===== src/hdl/i2cbb_pkg.sv =====
package i2cbb_pkg;

   // Engine state, one-hot
   typedef enum logic [4:0] {
      ST_IDLE  = 5'b00001,
      ST_START = 5'b00010,
      ST_STOP  = 5'b00100,
      ST_WRITE = 5'b01000,
      ST_READ  = 5'b10000
   } state_type;

   // Command codes on the mode field
   localparam logic [2:0] MODE_TICK  = 3'd0;
   localparam logic [2:0] MODE_START = 3'd1;
   localparam logic [2:0] MODE_STOP  = 3'd2;
   localparam logic [2:0] MODE_WRITE = 3'd3;
   localparam logic [2:0] MODE_READ  = 3'd4;

   // Phase code: [1] SCL, [0] SDA, [2] keep lines, [3] sample bit, [4] sample ack
   localparam int unsigned PH_KEEP_BIT   = 2;
   localparam int unsigned PH_SAMPLE_BIT = 3;
   localparam int unsigned PH_ACK_BIT    = 4;
   localparam logic [4:0]  PH_KEEP       = 5'b00100;
   localparam logic [4:0]  PH_SAMPLE     = 5'b01000;
   localparam logic [4:0]  PH_ACK        = 5'b10000;

   localparam logic [15:0] PHASE_TICKS_RESET = 16'hffff;

   typedef struct packed {
      logic [2:0] mode;
      logic [7:0] data_byte;
      logic       ack_extra_wait;
      logic       last_read;
      logic       sda_in;
   } req_type;

   typedef struct packed {
      logic       scl_out;
      logic       sda_out;
      logic       busy_res;
      logic       done_res;
      logic [7:0] rx_byte;
      logic       ack_seen;
      logic       rejected;
   } rsp_type;

   // Number of line settings in a sequence
   function automatic logic [4:0] seq_length(input state_type kind, input logic extra);
      logic [4:0] len;
      begin
         unique case (kind)
            ST_START: len = 5'd4;
            ST_STOP:  len = 5'd3;
            ST_WRITE: len = 5'd28 + {4'b0, extra};
            ST_READ:  len = 5'd20;
            default:  len = 5'd0;
         endcase
         return len;
      end
   endfunction

   // Line setting and sample flags for phase p of the running sequence
   function automatic logic [4:0] phase_code(input state_type  kind,
                                             input logic [4:0] p,
                                             input logic [1:0] opt,
                                             input logic [7:0] sh);
      logic [4:0] code;
      logic [4:0] x;
      logic [8:0] prod;
      logic [2:0] b;
      logic [4:0] sub;
      logic       d;
      logic [4:0] q;
      begin
         x    = p - 5'd1;
         prod = {4'b0, x} * 9'd11;        // x/3 for x below 24
         b    = prod[7:5];
         sub  = x - {1'b0, b, 1'b0} - {2'b0, b};
         d    = sh[3'd7 - b];
         code = PH_KEEP;
         unique case (kind)
            ST_START: begin
               unique case (p[1:0])
                  2'd0: code = 5'd1;
                  2'd1: code = 5'd3;
                  2'd2: code = 5'd2;
                  default: code = 5'd0;
               endcase
            end
            ST_STOP: begin
               if (p == 5'd0) code = 5'd0;
               else if (p == 5'd1) code = 5'd2;
               else code = 5'd3;
            end
            ST_WRITE: begin
               q = p - 5'd25 - {4'b0, opt[0]};
               if (p == 5'd0) code = 5'd0;
               else if (p <= 5'd24) code = {3'b0, (sub == 5'd1), d};
               else if (opt[0] && p == 5'd25) code = PH_KEEP;
               else if (q == 5'd1) code = PH_ACK | 5'd3;
               else code = 5'd1;
            end
            ST_READ: begin
               q = p - 5'd17;
               if (p == 5'd0) code = 5'd1;
               else if (p <= 5'd16) code = (x[0] == 1'b0) ? (PH_SAMPLE | 5'd3) : 5'd1;
               else code = {3'b0, (q == 5'd1), opt[1]};
            end
            default: code = PH_KEEP;
         endcase
         return code;
      end
   endfunction

endpackage


===== src/hdl/i2cbb_engine.sv =====
module i2cbb_engine
   import i2cbb_pkg::*;
(
   input  logic        clock,
   input  logic        reset,
   input  logic        step,
   input  req_type     req,
   input  logic [15:0] phase_ticks,
   output rsp_type     rsp
);

   state_type   state_ff, state_in;
   logic [4:0]  phase_ff, phase_in;
   logic [15:0] hold_ff, hold_in;
   logic [7:0]  shift_ff, shift_in;
   logic [7:0]  read_ff, read_in;
   logic        ack_ff, ack_in;
   logic [1:0]  lines_ff, lines_in;
   logic [1:0]  opt_ff, opt_in;

   logic [15:0] limit;
   logic [15:0] hold_next;
   logic [4:0]  phase_next;
   logic [4:0]  code;
   logic        is_cmd;
   logic        rejected;
   logic        done;
   state_type   cmd_state;

   assign limit  = (phase_ticks == 16'd0) ? 16'd1 : phase_ticks;
   assign is_cmd = (req.mode >= MODE_START) && (req.mode <= MODE_READ);

   always_comb begin
      unique case (req.mode)
         MODE_START: cmd_state = ST_START;
         MODE_STOP:  cmd_state = ST_STOP;
         MODE_WRITE: cmd_state = ST_WRITE;
         MODE_READ:  cmd_state = ST_READ;
         default:    cmd_state = ST_IDLE;
      endcase
   end

   always_comb begin
      state_in   = state_ff;
      phase_in   = phase_ff;
      hold_in    = hold_ff;
      shift_in   = shift_ff;
      read_in    = read_ff;
      ack_in     = ack_ff;
      lines_in   = lines_ff;
      opt_in     = opt_ff;
      rejected   = 1'b0;
      done       = 1'b0;
      code       = PH_KEEP;
      hold_next  = 16'd0;
      phase_next = 5'd0;

      if (step) begin
         // new command only when idle
         if (state_ff != ST_IDLE) begin
            rejected = is_cmd;
         end else if (is_cmd) begin
            state_in = cmd_state;
            phase_in = 5'd0;
            hold_in  = 16'd0;
            opt_in   = {req.last_read, req.ack_extra_wait};
            shift_in = (req.mode == MODE_WRITE) ? req.data_byte : 8'd0;
         end

         if (state_in != ST_IDLE) begin
            code = phase_code(state_in, phase_in, opt_in, shift_in);
            if (!code[PH_KEEP_BIT]) lines_in = code[1:0];
            hold_next = hold_in + 16'd1;
            if (hold_next >= limit) begin
               if (code[PH_SAMPLE_BIT]) shift_in = {shift_in[6:0], req.sda_in};
               if (code[PH_ACK_BIT]) ack_in = ~req.sda_in;
               hold_in    = 16'd0;
               phase_next = phase_in + 5'd1;
               if (phase_next >= seq_length(state_in, opt_in[0])) begin
                  if (state_in == ST_READ) read_in = shift_in;
                  state_in = ST_IDLE;
                  phase_in = 5'd0;
                  done     = 1'b1;
               end else begin
                  phase_in = phase_next;
               end
            end else begin
               hold_in = hold_next;
            end
         end
      end
   end

   always_ff @(posedge clock) begin
      if (reset) begin
         state_ff <= ST_IDLE;
         phase_ff <= 5'd0;
         hold_ff  <= 16'd0;
         shift_ff <= 8'd0;
         read_ff  <= 8'd0;
         ack_ff   <= 1'b0;
         lines_ff <= 2'b11;
         opt_ff   <= 2'b00;
      end else begin
         state_ff <= state_in;
         phase_ff <= phase_in;
         hold_ff  <= hold_in;
         shift_ff <= shift_in;
         read_ff  <= read_in;
         ack_ff   <= ack_in;
         lines_ff <= lines_in;
         opt_ff   <= opt_in;
      end
   end

   assign rsp.scl_out  = lines_in[1];
   assign rsp.sda_out  = lines_in[0];
   assign rsp.busy_res = (state_in != ST_IDLE);
   assign rsp.done_res = done;
   assign rsp.rx_byte  = read_in;
   assign rsp.ack_seen = ack_in;
   assign rsp.rejected = rejected;

endmodule


===== src/hdl/i2c_bitbang_master.sv =====
// The result of an item appears on the rsp_ side in the cycle after the item is taken.
// Throughput: one item per cycle while the receiver takes results; the engine state updates
// in one pass each tick; the result register is refilled in the same cycle it is emptied.
// Reset (synchronous, active high): engine idle, both lines released high, counters and
// captured bytes cleared, phase_ticks back to 0xffff, result register empty.
module i2c_bitbang_master
   import i2cbb_pkg::*;
(
   input  logic        clock,
   input  logic        reset,
   // tick items
   input  logic        req_valid,
   output logic        req_ready,
   input  logic [2:0]  req_mode,
   input  logic [7:0]  req_data_byte,
   input  logic        req_ack_extra_wait,
   input  logic        req_last_read,
   input  logic        req_sda_in,
   // result items
   output logic        rsp_valid,
   input  logic        rsp_ready,
   output logic        rsp_scl_out,
   output logic        rsp_sda_out,
   output logic        rsp_busy_res,
   output logic        rsp_done_res,
   output logic [7:0]  rsp_rx_byte,
   output logic        rsp_ack_seen,
   output logic        rsp_rejected,
   // phase_ticks register
   input  logic        csr_wr_en,
   input  logic [15:0] csr_wr_data
);

   logic [15:0] phase_ticks_ff;
   logic        rsp_valid_ff, rsp_valid_in;
   rsp_type     rsp_ff;
   rsp_type     rsp_next;
   req_type     req;
   logic        accept;

   // a tick is taken whenever the result slot is free or drains this cycle
   assign req_ready = !rsp_valid_ff || rsp_ready;
   assign accept    = req_valid && req_ready;

   assign req.mode           = req_mode;
   assign req.data_byte      = req_data_byte;
   assign req.ack_extra_wait = req_ack_extra_wait;
   assign req.last_read      = req_last_read;
   assign req.sda_in         = req_sda_in;

   // hold length per line setting, to be written only while idle; the block does not enforce it
   always_ff @(posedge clock) begin
      if (reset) begin
         phase_ticks_ff <= PHASE_TICKS_RESET;
      end else if (csr_wr_en) begin
         phase_ticks_ff <= csr_wr_data;
      end
   end

   // bit engine: command sequencing, hold counter, shift and sample
   i2cbb_engine u_engine (
      .clock       (clock),
      .reset       (reset),
      .step        (accept),
      .req         (req),
      .phase_ticks (phase_ticks_ff),
      .rsp         (rsp_next)
   );

   // result register
   always_comb begin
      rsp_valid_in = rsp_valid_ff;
      if (accept) rsp_valid_in = 1'b1;
      else if (rsp_ready) rsp_valid_in = 1'b0;
   end

   always_ff @(posedge clock) begin
      if (reset) begin
         rsp_valid_ff <= 1'b0;
      end else begin
         rsp_valid_ff <= rsp_valid_in;
      end
   end

   // payload needs no reset
   always_ff @(posedge clock) begin
      if (accept) begin
         rsp_ff <= rsp_next;
      end
   end

   assign rsp_valid    = rsp_valid_ff;
   assign rsp_scl_out  = rsp_ff.scl_out;
   assign rsp_sda_out  = rsp_ff.sda_out;
   assign rsp_busy_res = rsp_ff.busy_res;
   assign rsp_done_res = rsp_ff.done_res;
   assign rsp_rx_byte  = rsp_ff.rx_byte;
   assign rsp_ack_seen = rsp_ff.ack_seen;
   assign rsp_rejected = rsp_ff.rejected;

endmodule


===== config.mk =====
export PLATFORM = sky130hd
export DESIGN_NAME = i2c_bitbang_master
export DESIGN_NICKNAME = d
export VERILOG_FILES = /design/src/hdl/i2cbb_pkg.sv /design/src/hdl/i2cbb_engine.sv /design/src/hdl/i2c_bitbang_master.sv
export SDC_FILE = /design/constraint.sdc
export NUM_CORES = 1
export LEC_CHECK = 0
export BUFFER_PORTS_ARGS = -buffer_cell sky130_fd_sc_hd__buf_2
export CORE_UTILIZATION = 45
export CTS_CLUSTER_DIAMETER = 30
export DETAILED_ROUTE_END_ITERATION = 8
export PLACE_DENSITY = 0.71
export SYNTH_ARGS = -nofsm -noshare
export SYNTH_HDL_FRONTEND = slang
export SYNTH_SLANG_ARGS = --single-unit
export TNS_END_PERCENT = 50

===== constraint.sdc =====
create_clock -name clock -period 10 [get_ports clock]
set_clock_uncertainty 0.05 [all_clocks]
set_input_delay 2 -clock clock [delete_from_list [all_inputs] [get_ports clock]]
set_output_delay 2 -clock clock [all_outputs]
set_load 0.03 [all_outputs]

After elaboration in Yosys (flattened, before gate mapping)
Index checks and enable logic that the tools add are counted.

Bits in registers: 78. Logic and storage cells: 128. Bits of input ports: 35.

Bitwise operators: 1. Reductions and logical operators: 10. $mul: 1. Magnitude comparators: 7. Add/sub/neg operators: 10. Eq/ne operators: 18. Multiplexer cells: 64.

Operators by type and width (count): 5-bit two-way mux (25); 16-bit two-way mux (6); 8-bit two-way mux (12); 5-bit case mux with 4 select lines (3); 5-bit by 1-bit equality test with 1-bit output (second input constant) (4); 16-bit by 1-bit adder with 16-bit output (second input constant) (1); 16-bit greater-or-equal comparator (1); 16-bit zero test (1); 5-bit by 1-bit != test with 1-bit output (second input constant) (3); 2-bit two-way mux (6); 5-bit equality test (second input constant) (2); 5-bit less-or-equal comparator (second input constant) (2); 5-bit subtractor (second input constant) (2); 1-bit two-way mux (9); 5-bit by 4-bit multiplier with 8-bit output (second input constant) (1); 3-bit by 2-bit equality test with 1-bit output (second input constant) (2); 2-bit case mux with 3 select lines (1); 5-bit by 1-bit adder with 5-bit output (second input constant) (1); 5-bit by 2-bit equality test with 1-bit output (second input constant) (1); 5-bit by 3-bit equality test with 1-bit output (second input constant) (1); 5-bit by 4-bit equality test with 1-bit output (second input constant) (1); 5-bit greater-or-equal comparator (1); 5-bit zero test (1); 5-bit by 1-bit subtractor with 5-bit output (1); 21 further kinds (23).

Logic depth before layout (Yosys ltp)
Gate-level depths: netlist of the first run.

Word-level depth: 21. Gate-level depth with buffers: 31. Depth with buffers taken out: 28.

Modules after synthesis
Synthesis of the first run repeated with hierarchy kept, for this count alone.

Cell total of the unflattened synthesis: 653. Area, all modules: 5581.6 sq um.

Modules (own cells, without submodules): i2cbb_engine (area an instance 4519.3 sq um, instances 1, cells each 581, sequential area each 940.9 sq um); i2c_bitbang_master (area an instance 1062.3 sq um, instances 1, cells each 72, sequential area each 760.7 sq um).

Worst setup path before layout of the first run
Ideal clock, no wire load.

Kind: input to register. From: input port req_mode[0]. To: register u_engine.lines_ff[1]. Stages on the path: 29. Setup slack: 1.560 ns. Data arrival time: 8.267 ns. Cell sequence: or3_1 -> nand4_4 -> buf_2 -> buf_1 -> nand2_1 -> ha_1 -> nand3_1 -> a21oi_1 -> a311oi_1 -> ha_1 -> inv_1 -> fa_1 -> inv_1 -> ha_1 -> a21oi_1 -> a21boi_1 -> o21a_1 -> or2_2 -> clkbuf_1 -> fa_1 -> ha_1 -> a21o_1 -> a21oi_1 -> xnor2_1 -> xnor2_1 -> o31ai_1 -> a2111oi_0 -> o21ai_1 -> or2_2.

RTL lines: start, declared (RTL line i2c_bitbang_master.sv:14) `input logic [2:0] req_mode,`; end signal, assigned (RTL line i2cbb_engine.sv:111) `lines_ff <= lines_in;`; end, declared (RTL line i2cbb_engine.sv:18) `logic [1:0] lines_ff, lines_in;`.

==> results of run 1 <==
-- area by class of cell --
cell class / count / area share
clock buffer: 10 / 0.0386
multi-input combinational: 464 / 0.563
inverter: 42 / 0.0266
sequential: 78 / 0.287
timing repair buffer: 51 / 0.0435
clock inverter: 6 / 0.0106
tap: 143 / 0.0302
-- cells in the final DEF (no fill, tap or decap), types with 9 or more instances in the layout --
master	instances
sky130_fd_sc_hd__inv_1	40
sky130_fd_sc_hd__nand2_1	66
sky130_fd_sc_hd__buf_2	50
sky130_fd_sc_hd__ha_1	54
sky130_fd_sc_hd__nor2_1	37
sky130_fd_sc_hd__nand2b_1	10
sky130_fd_sc_hd__o21ai_0	30
sky130_fd_sc_hd__o211ai_1	18
sky130_fd_sc_hd__clkbuf_16	9
sky130_fd_sc_hd__xor2_1	16
sky130_fd_sc_hd__and2_1	14
sky130_fd_sc_hd__edfxtp_1	14
sky130_fd_sc_hd__nor2b_1	10
sky130_fd_sc_hd__mux2_2	16
sky130_fd_sc_hd__nand3_1	24
sky130_fd_sc_hd__a22oi_1	17
sky130_fd_sc_hd__dfxtp_1	64
sky130_fd_sc_hd__a21oi_1	40
sky130_fd_sc_hd__mux2i_1	12
-- through the flow --
step                utilization  setup WS (ns)  instance area, um^2  cells
floorplan                     -           1.56                 5310    611
global placement          0.491           1.37                 5640    778
detailed placement        0.491           1.09                 5640    778
CTS                       0.517           1.44                 5930    794
global route              0.517          0.860                 5930    794
finish                    0.517           1.41                 5930    794
-- power by group --
part / leakage, nW / internal (W) / total, W / switching, W
sequential: 0.658 / 0.000332 / 0.000338 / 0.00000691
clock: 0.134 / 0.000192 / 0.000322 / 0.000130
combinational: 1.74 / 0.0000338 / 0.000104 / 0.0000705
total: 2.54 / 0.000558 / 0.000765 / 0.000207
-- cell families (layout without fill, tap and decap cells) --
group,count (synthesis),in the layout
mux,30,30
buf+inv,69,109
flops,78,78
xor+xnor,24,24
compound gates,143,143
fa+ha+maj,58,58
simple gates,209,209
-- critical path, delay by kind of cell --
kind | cells | cell delay, ns
compound gates | 10 | 2.23
fa+ha+maj | 6 | 2.14
simple gates | 6 | 1.48
xor+xnor | 3 | 0.56
buf+inv | 4 | 0.37
-- registers in the layout (all words and copies together), names as in the netlist, 5 cells and up --
name	cells
u_engine.shift_ff	8
u_engine.state_ff	5
rsp_rx_byte	8
phase_ticks_ff	16
u_engine.read_ff	8
u_engine.phase_ff	5
u_engine.hold_ff	16
-- metal layers --
layer,GRT usage,up-vias
met2,0.359,123
met3,0.0445,19
met5,0,-
li1,-,2257
met1,0.263,2157
met4,0.0658,0
-- path summary, 6_finish.rpt --
path	endpoint	startpoint	slack (ns)	cells past startpoint
setup / recovery	u_engine.lines_ff[1]$_SDFF_PP1_	req_mode[0]	1.41	29
hold / removal	u_engine.hold_ff[15]$_SDFFE_PP0P_	u_engine.hold_ff[15]$_SDFFE_PP0P_	0.42	2
setup reg to reg	u_engine.lines_ff[1]$_SDFF_PP1_	u_engine.state_ff[3]$_SDFF_PP0_	2.72	27
hold reg to reg	u_engine.hold_ff[15]$_SDFFE_PP0P_	u_engine.hold_ff[15]$_SDFFE_PP0P_	0.42	2
-- synthesized netlist by cell type (3+ instances only) --
cell                        n  area [um^2]
sky130_fd_sc_hd__nand2_1   66          248
sky130_fd_sc_hd__dfxtp_1   64         1280
sky130_fd_sc_hd__ha_1      54          676
sky130_fd_sc_hd__a21oi_1   40          200
sky130_fd_sc_hd__inv_1     40          150
sky130_fd_sc_hd__nor2_1    37          139
sky130_fd_sc_hd__o21ai_0   30          150
sky130_fd_sc_hd__nand3_1   24          120
sky130_fd_sc_hd__clkbuf_1  23         86.3
sky130_fd_sc_hd__o211ai_1  18          135
sky130_fd_sc_hd__a22oi_1   17          128
sky130_fd_sc_hd__mux2_2    16          180
sky130_fd_sc_hd__xor2_1    16          140
sky130_fd_sc_hd__and2_1    14         87.6
sky130_fd_sc_hd__edfxtp_1  14          420
sky130_fd_sc_hd__mux2i_1   12          120
sky130_fd_sc_hd__nand2b_1  10         62.6
sky130_fd_sc_hd__nor2b_1   10         62.6
sky130_fd_sc_hd__nand4_1    8         50.1
sky130_fd_sc_hd__a21o_1     7         52.6
sky130_fd_sc_hd__xnor2_1    7         61.3
sky130_fd_sc_hd__a22o_1     6         52.6
sky130_fd_sc_hd__nor4_1     6         37.5
sky130_fd_sc_hd__or3_1      5         31.3
sky130_fd_sc_hd__and3_1     4         25.0
sky130_fd_sc_hd__fa_1       4         80.1
sky130_fd_sc_hd__nor3_1     4         20.0
sky130_fd_sc_hd__a41oi_1    3         26.3
sky130_fd_sc_hd__nor3_2     3         30.0
sky130_fd_sc_hd__o21a_1     3         22.5
sky130_fd_sc_hd__o21ai_1    3         15.0
==> flow_summary_export.csv, run 1 <==
group,metric,value,unit
floorplanning,placementRows,39,
floorplanning,die_h,111,um
critical_path,critical_path.max_stage_delay,0.62,ns
drt,detail_route.drc_violations,0,
sta,timing.fmax,116,MHz
final_layout,syn2layout_area_growth,11.6,%
drt,detail_route.first_pass.iterations,5,
synth,synth_cell_type_count,67,
synth,synth_adder_area_share,0.142,
critical_path,critical-path-slowest-cell,"sky130_fd_sc_hd__a311oi_1",
clocking,postCtsSetupBuffers,0,
floorplanning,design.die.area,12200,um^2
sta,layout_worst_path_cycle_share,0.859,
min_path,min-delay-path-class,"register to register",
synth,synth_cells,611,
synth,total_of_warnings_raised_by_yosys,0,
global_routing,grt_pass1_vias,4455,
clocking,clock_buffer_depth,2,
clocking,ctsHoldBuffers,0,
critical_path,arrival_time_of_the_worst_setup_path,8.77,ns
drt,vias,4556,
synth,synthSimpleGateAreaFrac,0.206,
critical_path,setup.worst_path.start_class,"input pin",
drt,route.met2.wl,6080,um
final_layout,sequential_cell_area,1700,um^2
global_routing,globalRoute.totalOverflow,0,
drt,met3_length,569,um
final_layout,multiInputGateArea,3340,um^2
sta,timing.final.hold_violations,0,
critical_path,worstPathRequired,10.18,ns
synth,synth.area.mux_share,0.0657,
synth,async_reset_ff_frac,0,
pwr,design_power_total,0.000765,W
status,run_status,"finished, final reports clean",
floorplanning,coreArea,11500,um^2
drt,met1_length,5720,um
critical_path,path_class,"input pin to register",
critical_path,end_kind,"register",
sta,setup-tns-final,0,ns
synth,synth_sequential_area_ratio,0.320,
clocking,insertion_delay,0.34,ns
clocking,tritoncts.num_buffers,9,
pwr,power.leakage,2.54,nW
sta,slew_viol_final,0,
placed_design,routability_cong,0.902,
clocking,clk_pin_slew,0.06,ns
pwr,power_density,129,nW/um^2
placed_design,io_buffer_count,50,
synth,netlist_area,5310,um^2
synth,synth_compound_area_frac,0.172,
synth,post_synth.cell_area_avg,8.69,um^2
placed_design,post-dp-hpwl,9290,um
clocking,htree_levels,3,
global_routing,grt_start_max_net_pins,36,
drt,top_layer_used,"met4",
final_layout,nets,739,
global_routing,grt_first_pass_wirelength,21000,um
clocking,clock-sinks,78,
floorplanning,initial_utilization,0.463,
sta,slew_headroom,0.324,
synth,synth_edf_count,14,
clocking,number_of_instances_resized_during_post_cts_repair,0,
critical_path,worstPathMaxFanout,12,
sta,finalHoldWorstSlack,0.423,ns
final_layout,antennaDiodeCount,0,
sta,setup_viol,0,
floorplanning,die_width,111,um
drt,wirelength,12600,um
drt,post_drt_wl_per_cell,15.8,um
sta,timing_worst_slew_pin_value,1.01,ns
final_layout,drive_above_1_share,0.144,
floorplanning,ios,51,
synth,synth-xor-area-share,0.0422,
critical_path,cpMostUsedCell,"sky130_fd_sc_hd__ha_1",
drt,drt-vias-per-instance,5.74,
clocking,clock-root-buffer,"sky130_fd_sc_hd__clkbuf_16",
synth,synth_top_family_by_area,"simple AND/OR/NAND/NOR gates",
synth,dominant_synthesized_flop_cell,"sky130_fd_sc_hd__dfxtp_1",
flow_run,timing.max_cap.violations,0,
clocking,cts_tree,"done",
synth,synth_nets,704,
global_routing,number_of_antenna_violations_at_the_first_check_in_global_routing,0,
drt,ant_nets,0,
final_layout,n_fill_cell,1061,
pwr,maximum_vdd_drop,0.100,mV
synth,postSynthRegisterBits,78,
sta,min_period,8.59,ns
sta,setup_repair_after_global_routing_missed_its_margin,"no",
global_routing,grt_util_all_layers,0.210,
drt,initialDrtViolationCount,390,
No activity file was read; power rests on OpenSTA's default activity.
==> inputs of run 2 (changes only) <==
CORE_MARGIN = 2   (was default)
==> run 2 against run 1 <==
Effect of this change: design area grew 0.78%; clock power grew 14%; critical path depth is the same; global-route usage is essentially flat; routed wire length grew 4.6%; non-clock buffer count grew 1.
==> flow_summary_export.csv, run 2 (same netlist as run 1, synthesis figures left out) <==
group,metric,value,unit
status,run_status,"finished, final reports clean",
floorplanning,die_h,113,um
global_routing,grt_pass1_vias,4592,
clocking,clock-root-buffer,"sky130_fd_sc_hd__clkbuf_16",
sta,timing.final.hold_violations,0,
final_layout,nets,740,
floorplanning,ios,51,
critical_path,regToRegSetupSlack,2.74,ns
pwr,maximum_vdd_drop,0.134,mV
min_path,hold_path_depth,2,
drt,post_drt_wl_per_cell,16.6,um
placed_design,detailedPlace.worstSlack,1.10,ns
drt,vias,4640,
clocking,tritoncts.num_buffers,9,
global_routing,grt_start_max_net_pins,36,
sta,setup_repair_after_global_routing_missed_its_margin,"no",
clocking,htree_levels,3,
sta,timing.fmax,116,MHz
sta,min_period,8.62,ns
global_routing,globalRoute.totalOverflow,0,
global_routing,grt_util_all_layers,0.210,
drt,initialDrtViolationCount,450,
floorplanning,coreArea,11500,um^2
critical_path,critical-path-slowest-cell,"sky130_fd_sc_hd__a311oi_1",
final_layout,antennaDiodeCount,0,
clocking,clock-sinks,78,
final_layout,layout_commonest_cell,"sky130_fd_sc_hd__nand2_1",
floorplanning,placementRows,39,
clocking,ctsHoldBuffers,0,
pwr,power.leakage,2.57,nW
drt,drt-vias-per-instance,5.84,
sta,timing_worst_slew_pin_value,0.983,ns
sta,setup-tns-final,0,ns
drt,detail_route.drc_violations,0,
placed_design,io_buffer_count,50,
critical_path,end_kind,"register",
final_layout,biggestRegsByFlops,"phase_ticks_ff (16), u_engine.hold_ff (16)",
critical_path,cpMostUsedCell,"sky130_fd_sc_hd__ha_1",
critical_path,setup.worst_path.start_class,"input pin",
global_routing,grt_first_pass_wirelength,21800,um
clocking,cts_tree,"done",
placed_design,post-dp-hpwl,9640,um
final_layout,syn2layout_area_growth,12.5,%
drt,ant_nets,0,
final_layout,layout_common_cells,"sky130_fd_sc_hd__nand2_1, sky130_fd_sc_hd__dfxtp_1, sky130_fd_sc_hd__ha_1",
clocking,number_of_instances_resized_during_post_cts_repair,0,
min_path,hold_path_end,"u_engine.hold_ff[15]$_SDFFE_PP0P_",
placed_design,routability_cong,0.883,
global_routing,number_of_antenna_violations_at_the_first_check_in_global_routing,0,
critical_path,worstPathRequired,10.18,ns
clocking,insertion_delay,0.34,ns
sta,layout_worst_path_cycle_share,0.862,
sta,setup_ws,1.38,ns
sta,slew_viol_final,0,
drt,detail_route.first_pass.iterations,5,
sta,finalHoldWorstSlack,0.419,ns
floorplanning,initial_utilization,0.463,
clocking,clk_pin_slew,0.07,ns
critical_path,arrival_time_of_the_worst_setup_path,8.80,ns
min_path,timing.hold.worst.start,"u_engine.hold_ff[15]$_SDFFE_PP0P_",
critical_path,regToRegEndpoint,"u_engine.lines_ff[1]$_SDFF_PP1_",
final_layout,drive_above_1_share,0.147,
critical_path,path_class,"input pin to register",
critical_path,critical_path.max_stage_delay,0.63,ns
pwr,power_density,136,nW/um^2
flow_run,timing.max_cap.violations,0,
clocking,clock_buffer_depth,2,
critical_path,worstPathMaxFanout,12,
floorplanning,die_width,113,um
critical_path,r2r-start,"u_engine.state_ff[3]$_SDFF_PP0_",
critical_path,reg2regPathDepth,27,
min_path,min-delay-path-class,"register to register",
drt,wirelength,13200,um
floorplanning,design.die.area,12700,um^2
sta,slew_headroom,0.340,
clocking,postCtsSetupBuffers,0,
sta,setup_viol,0,
run 2: cell types whose count changed in the layout (fill, tap and decap cells not counted):
cell,change
sky130_fd_sc_hd__inv_6,+1
sky130_fd_sc_hd__clkinvlp_4,-3
sky130_fd_sc_hd__clkinv_4,+1
sky130_fd_sc_hd__buf_4,+1
sky130_fd_sc_hd__inv_8,+2
sky130_fd_sc_hd__clkbuf_1,-1
sky130_fd_sc_hd__clkinv_2,-1
sky130_fd_sc_hd__bufinv_16,+1
run 2: critical path: cells and delay by family:
kind | cells | cell delay (ns)
and+or+nand+nor | 6 | 1.47
adders and majority gates | 6 | 2.16
buffers and inverters | 4 | 0.38
xor gates and xnor gates | 3 | 0.58
AOI/OAI and AO/OA | 10 | 2.21
run 2: metal layers:
layer,global-route usage,up-vias,part of all wire
li1,-,2258,-
met2,0.357,140,0.49
met4,0.0821,0,0.025
met5,0,-,0
met1,0.259,2215,0.43
met3,0.0481,27,0.053
run 2: report_power, final:
group	leakage [nW]	total [W]	switching, W	internal (W)
combinational	1.75	0.000106	0.0000717	0.0000342
sequential	0.658	0.000339	0.00000720	0.000331
clock	0.164	0.000367	0.000144	0.000223
total	2.57	0.000811	0.000222	0.000589
run 2: worst max path at each step:
stage / from / slack (ns) / to / cells after the start
finish: req_mode[0] / 1.38 / u_engine.lines_ff[1]$_SDFF_PP1_ / 29
global route: req_mode[0] / 0.88 / u_engine.lines_ff[1]$_SDFF_PP1_ / 29
CTS: req_mode[0] / 1.45 / u_engine.lines_ff[1]$_SDFF_PP1_ / 29
detailed placement: req_mode[0] / 1.10 / u_engine.lines_ff[1]$_SDFF_PP1_ / 29
global placement: req_mode[0] / 1.37 / u_engine.lines_ff[1]$_SDFF_PP1_ / 29
floorplan: req_mode[0] / 1.56 / u_engine.lines_ff[1]$_SDFF_PP1_ / 29
run 2: area by class of cell:
type | count | area (um^2)
Sequential cell | 78 | 1700
Multi-Input combinational cell | 464 | 3340
Tap cell | 143 | 179
Fill cell | 1038 | 5490
Timing Repair Buffer | 52 | 265
Clock buffer | 9 | 225
Inverter | 42 | 158
Clock inverter | 7 | 105
run 2: through the flow:
step           cell area (um^2)  total power, W  std cells  utilization
4_1_cts                    5970        0.000814        795        0.521
2_1_floorplan              5310        0.000417        611            -
5_1_grt                    5970        0.000837        795        0.521
3_5_place_dp               5640        0.000450        779        0.492
3_3_place_gp               5640        0.000446        779        0.492
6_report                   5970        0.000811        795        0.521
==> inputs of run 3 (changes only) <==
CORE_UTILIZATION = 31   (was 45)
PLACE_DENSITY = 0.55   (was 0.71)
==> run 3 against run 2 <==
Effect of this change: critical path depth unchanged; routed wire length up 3.0%; count of clock-buffer cells in the layout unchanged; critical endpoint unchanged; critical path type unchanged; setup slack worse by 0.13 ns; sequential power about the same; power up 1.9%; highest routed layer unchanged; via count down 1.7%; clock power up 4%; non-clock buffer count unchanged.
==> flow_summary_export.csv, run 3 (same netlist as run 1, synthesis figures left out) <==
group,metric,value,unit
pwr,power.leakage,2.57,nW
final_layout,biggestRegsByFlops,"phase_ticks_ff (16), u_engine.hold_ff (16)",
drt,initialDrtViolationCount,248,
final_layout,drive_above_1_share,0.146,
clocking,cts_tree,"done",
min_path,min-delay-path-class,"register to register",
placed_design,routability_cong,0.849,
final_layout,syn2layout_area_growth,14.4,%
sta,min_period,8.74,ns
floorplanning,placementRows,47,
drt,wirelength,13600,um
clocking,insertion_delay,0.34,ns
global_routing,grt_util_all_layers,0.153,
clocking,tritoncts.num_buffers,9,
pwr,design_power_total,0.000827,W
clocking,ctsHoldBuffers,0,
critical_path,arrival_time_of_the_worst_setup_path,8.92,ns
global_routing,grt_start_max_net_pins,36,
final_layout,layout_commonest_cell,"sky130_fd_sc_hd__nand2_1",
status,run_status,"finished, final reports clean",
clocking,number_of_instances_resized_during_post_cts_repair,0,
clocking,clock-sinks,78,
global_routing,globalRoute.totalOverflow,0,
global_routing,number_of_antenna_violations_at_the_first_check_in_global_routing,0,
clocking,htree_levels,3,
final_layout,n_fill_cell,1691,
sta,timing.fmax,114,MHz
floorplanning,die_width,135,um
floorplanning,design.die.area,18200,um^2
final_layout,nets,740,
final_layout,layout_common_cells,"sky130_fd_sc_hd__nand2_1, sky130_fd_sc_hd__dfxtp_1, sky130_fd_sc_hd__ha_1",
clocking,clock_buffer_depth,2,
placed_design,post-dp-hpwl,9900,um
sta,setup-tns-final,0,ns
floorplanning,ios,51,
global_routing,grt_first_pass_wirelength,22300,um
drt,drt-vias-per-instance,5.23,
critical_path,critical_path.max_stage_delay,0.70,ns
critical_path,cpMostUsedCell,"sky130_fd_sc_hd__ha_1",
clocking,clk_pin_slew,0.06,ns
critical_path,worstPathMaxFanout,12,
sta,setup_viol,0,
sta,slew_viol_final,0,
flow_run,timing.max_cap.violations,0,
pwr,power_density,136,nW/um^2
clocking,postCtsSetupBuffers,0,
floorplanning,die_h,135,um
drt,detail_route.first_pass.iterations,5,
clocking,clock-root-buffer,"sky130_fd_sc_hd__clkbuf_16",
drt,detail_route.drc_violations,0,
sta,timing_worst_slew_pin_value,1.08,ns
sta,setup_repair_after_global_routing_missed_its_margin,"no",
final_layout,final_cell_count_no_fill,872,
final_layout,antennaDiodeCount,0,
pwr,maximum_vdd_drop,0.0835,mV
critical_path,end_kind,"register",
sta,slew_headroom,0.278,
floorplanning,coreArea,16600,um^2
critical_path,setup.worst_path.start_class,"input pin",
critical_path,worstPathRequired,10.17,ns
sta,layout_worst_path_cycle_share,0.874,
placed_design,io_buffer_count,50,
sta,timing.final.hold_violations,0,
sta,finalHoldWorstSlack,0.423,ns
placed_design,place.detailed.instances,856,
global_routing,grt_pass1_vias,4486,
floorplanning,initial_utilization,0.319,
drt,vias,4562,
drt,ant_nets,0,
critical_path,path_class,"input pin to register",
drt,post_drt_wl_per_cell,15.6,um
critical_path,critical-path-slowest-cell,"sky130_fd_sc_hd__a311oi_1",
run 3: cell types whose count changed in the layout (fill, tap and decap cells not counted), sizes merged:
cell    previous run  this run
bufinv             2         3
clkinv             4         6
inv               43        40
run 3: through the flow:
| step | worst slack (ns) | cell area, um^2 | utilization |
|---|---|---|---|
| after floorplan | 1.56 | 5310 | - |
| after global placement | 1.24 | 5740 | 0.345 |
| after detailed placement | 0.954 | 5740 | 0.345 |
| after CTS | 1.31 | 6080 | 0.365 |
| after global routing | 0.666 | 6080 | 0.365 |
| final | 1.26 | 6080 | 0.365 |
run 3: worst max-delay path: cells and delay by family:
family / cells / cell delay (ns)
adders and majority gates: 6 / 2.17
and+or+nand+nor: 6 / 1.44
AOI/OAI and AO/OA: 10 / 2.39
buffers and inverters: 4 / 0.38
xor gates and xnor gates: 3 / 0.54
run 3: final cells by class:
| type | count | area [um^2] | share of cell area |
|---|---|---|---|
| multi-input cells | 464 | 3340 | 0.550 |
| flip-flops and latches | 78 | 1700 | 0.280 |
| clock buffers | 9 | 225 | 0.0371 |
| inverters | 42 | 158 | 0.0259 |
| well taps | 220 | 275 | 0.0453 |
| clock inverters | 7 | 113 | 0.0185 |
| repair buffers | 52 | 265 | 0.0436 |
run 3: path summary, 6_finish.rpt:
path,end,start,cells after the start,slack (ns)
worst min register to register,u_engine.hold_ff[15]$_SDFFE_PP0P_,u_engine.hold_ff[15]$_SDFFE_PP0P_,2,0.42
worst min-delay path,u_engine.hold_ff[15]$_SDFFE_PP0P_,u_engine.hold_ff[15]$_SDFFE_PP0P_,2,0.42
worst max register to register,u_engine.lines_ff[1]$_SDFF_PP1_,u_engine.state_ff[3]$_SDFF_PP0_,27,2.63
worst max-delay path,u_engine.lines_ff[1]$_SDFF_PP1_,req_mode[0],29,1.26
run 3: where the power goes:
group	switching [W]	total (W)	internal (W)
registers	0.00000720	0.000339	0.000331
clock network	0.000138	0.000380	0.000243
logic	0.0000736	0.000108	0.0000341
run 3: metal layers:
layer | share of wire | track usage | up-vias
li1 | - | - | 2256
met1 | 0.46 | 0.195 | 2181
met2 | 0.49 | 0.261 | 102
met3 | 0.040 | 0.0330 | 23
met4 | 0.014 | 0.0462 | 0
met5 | 0 | 0 | -
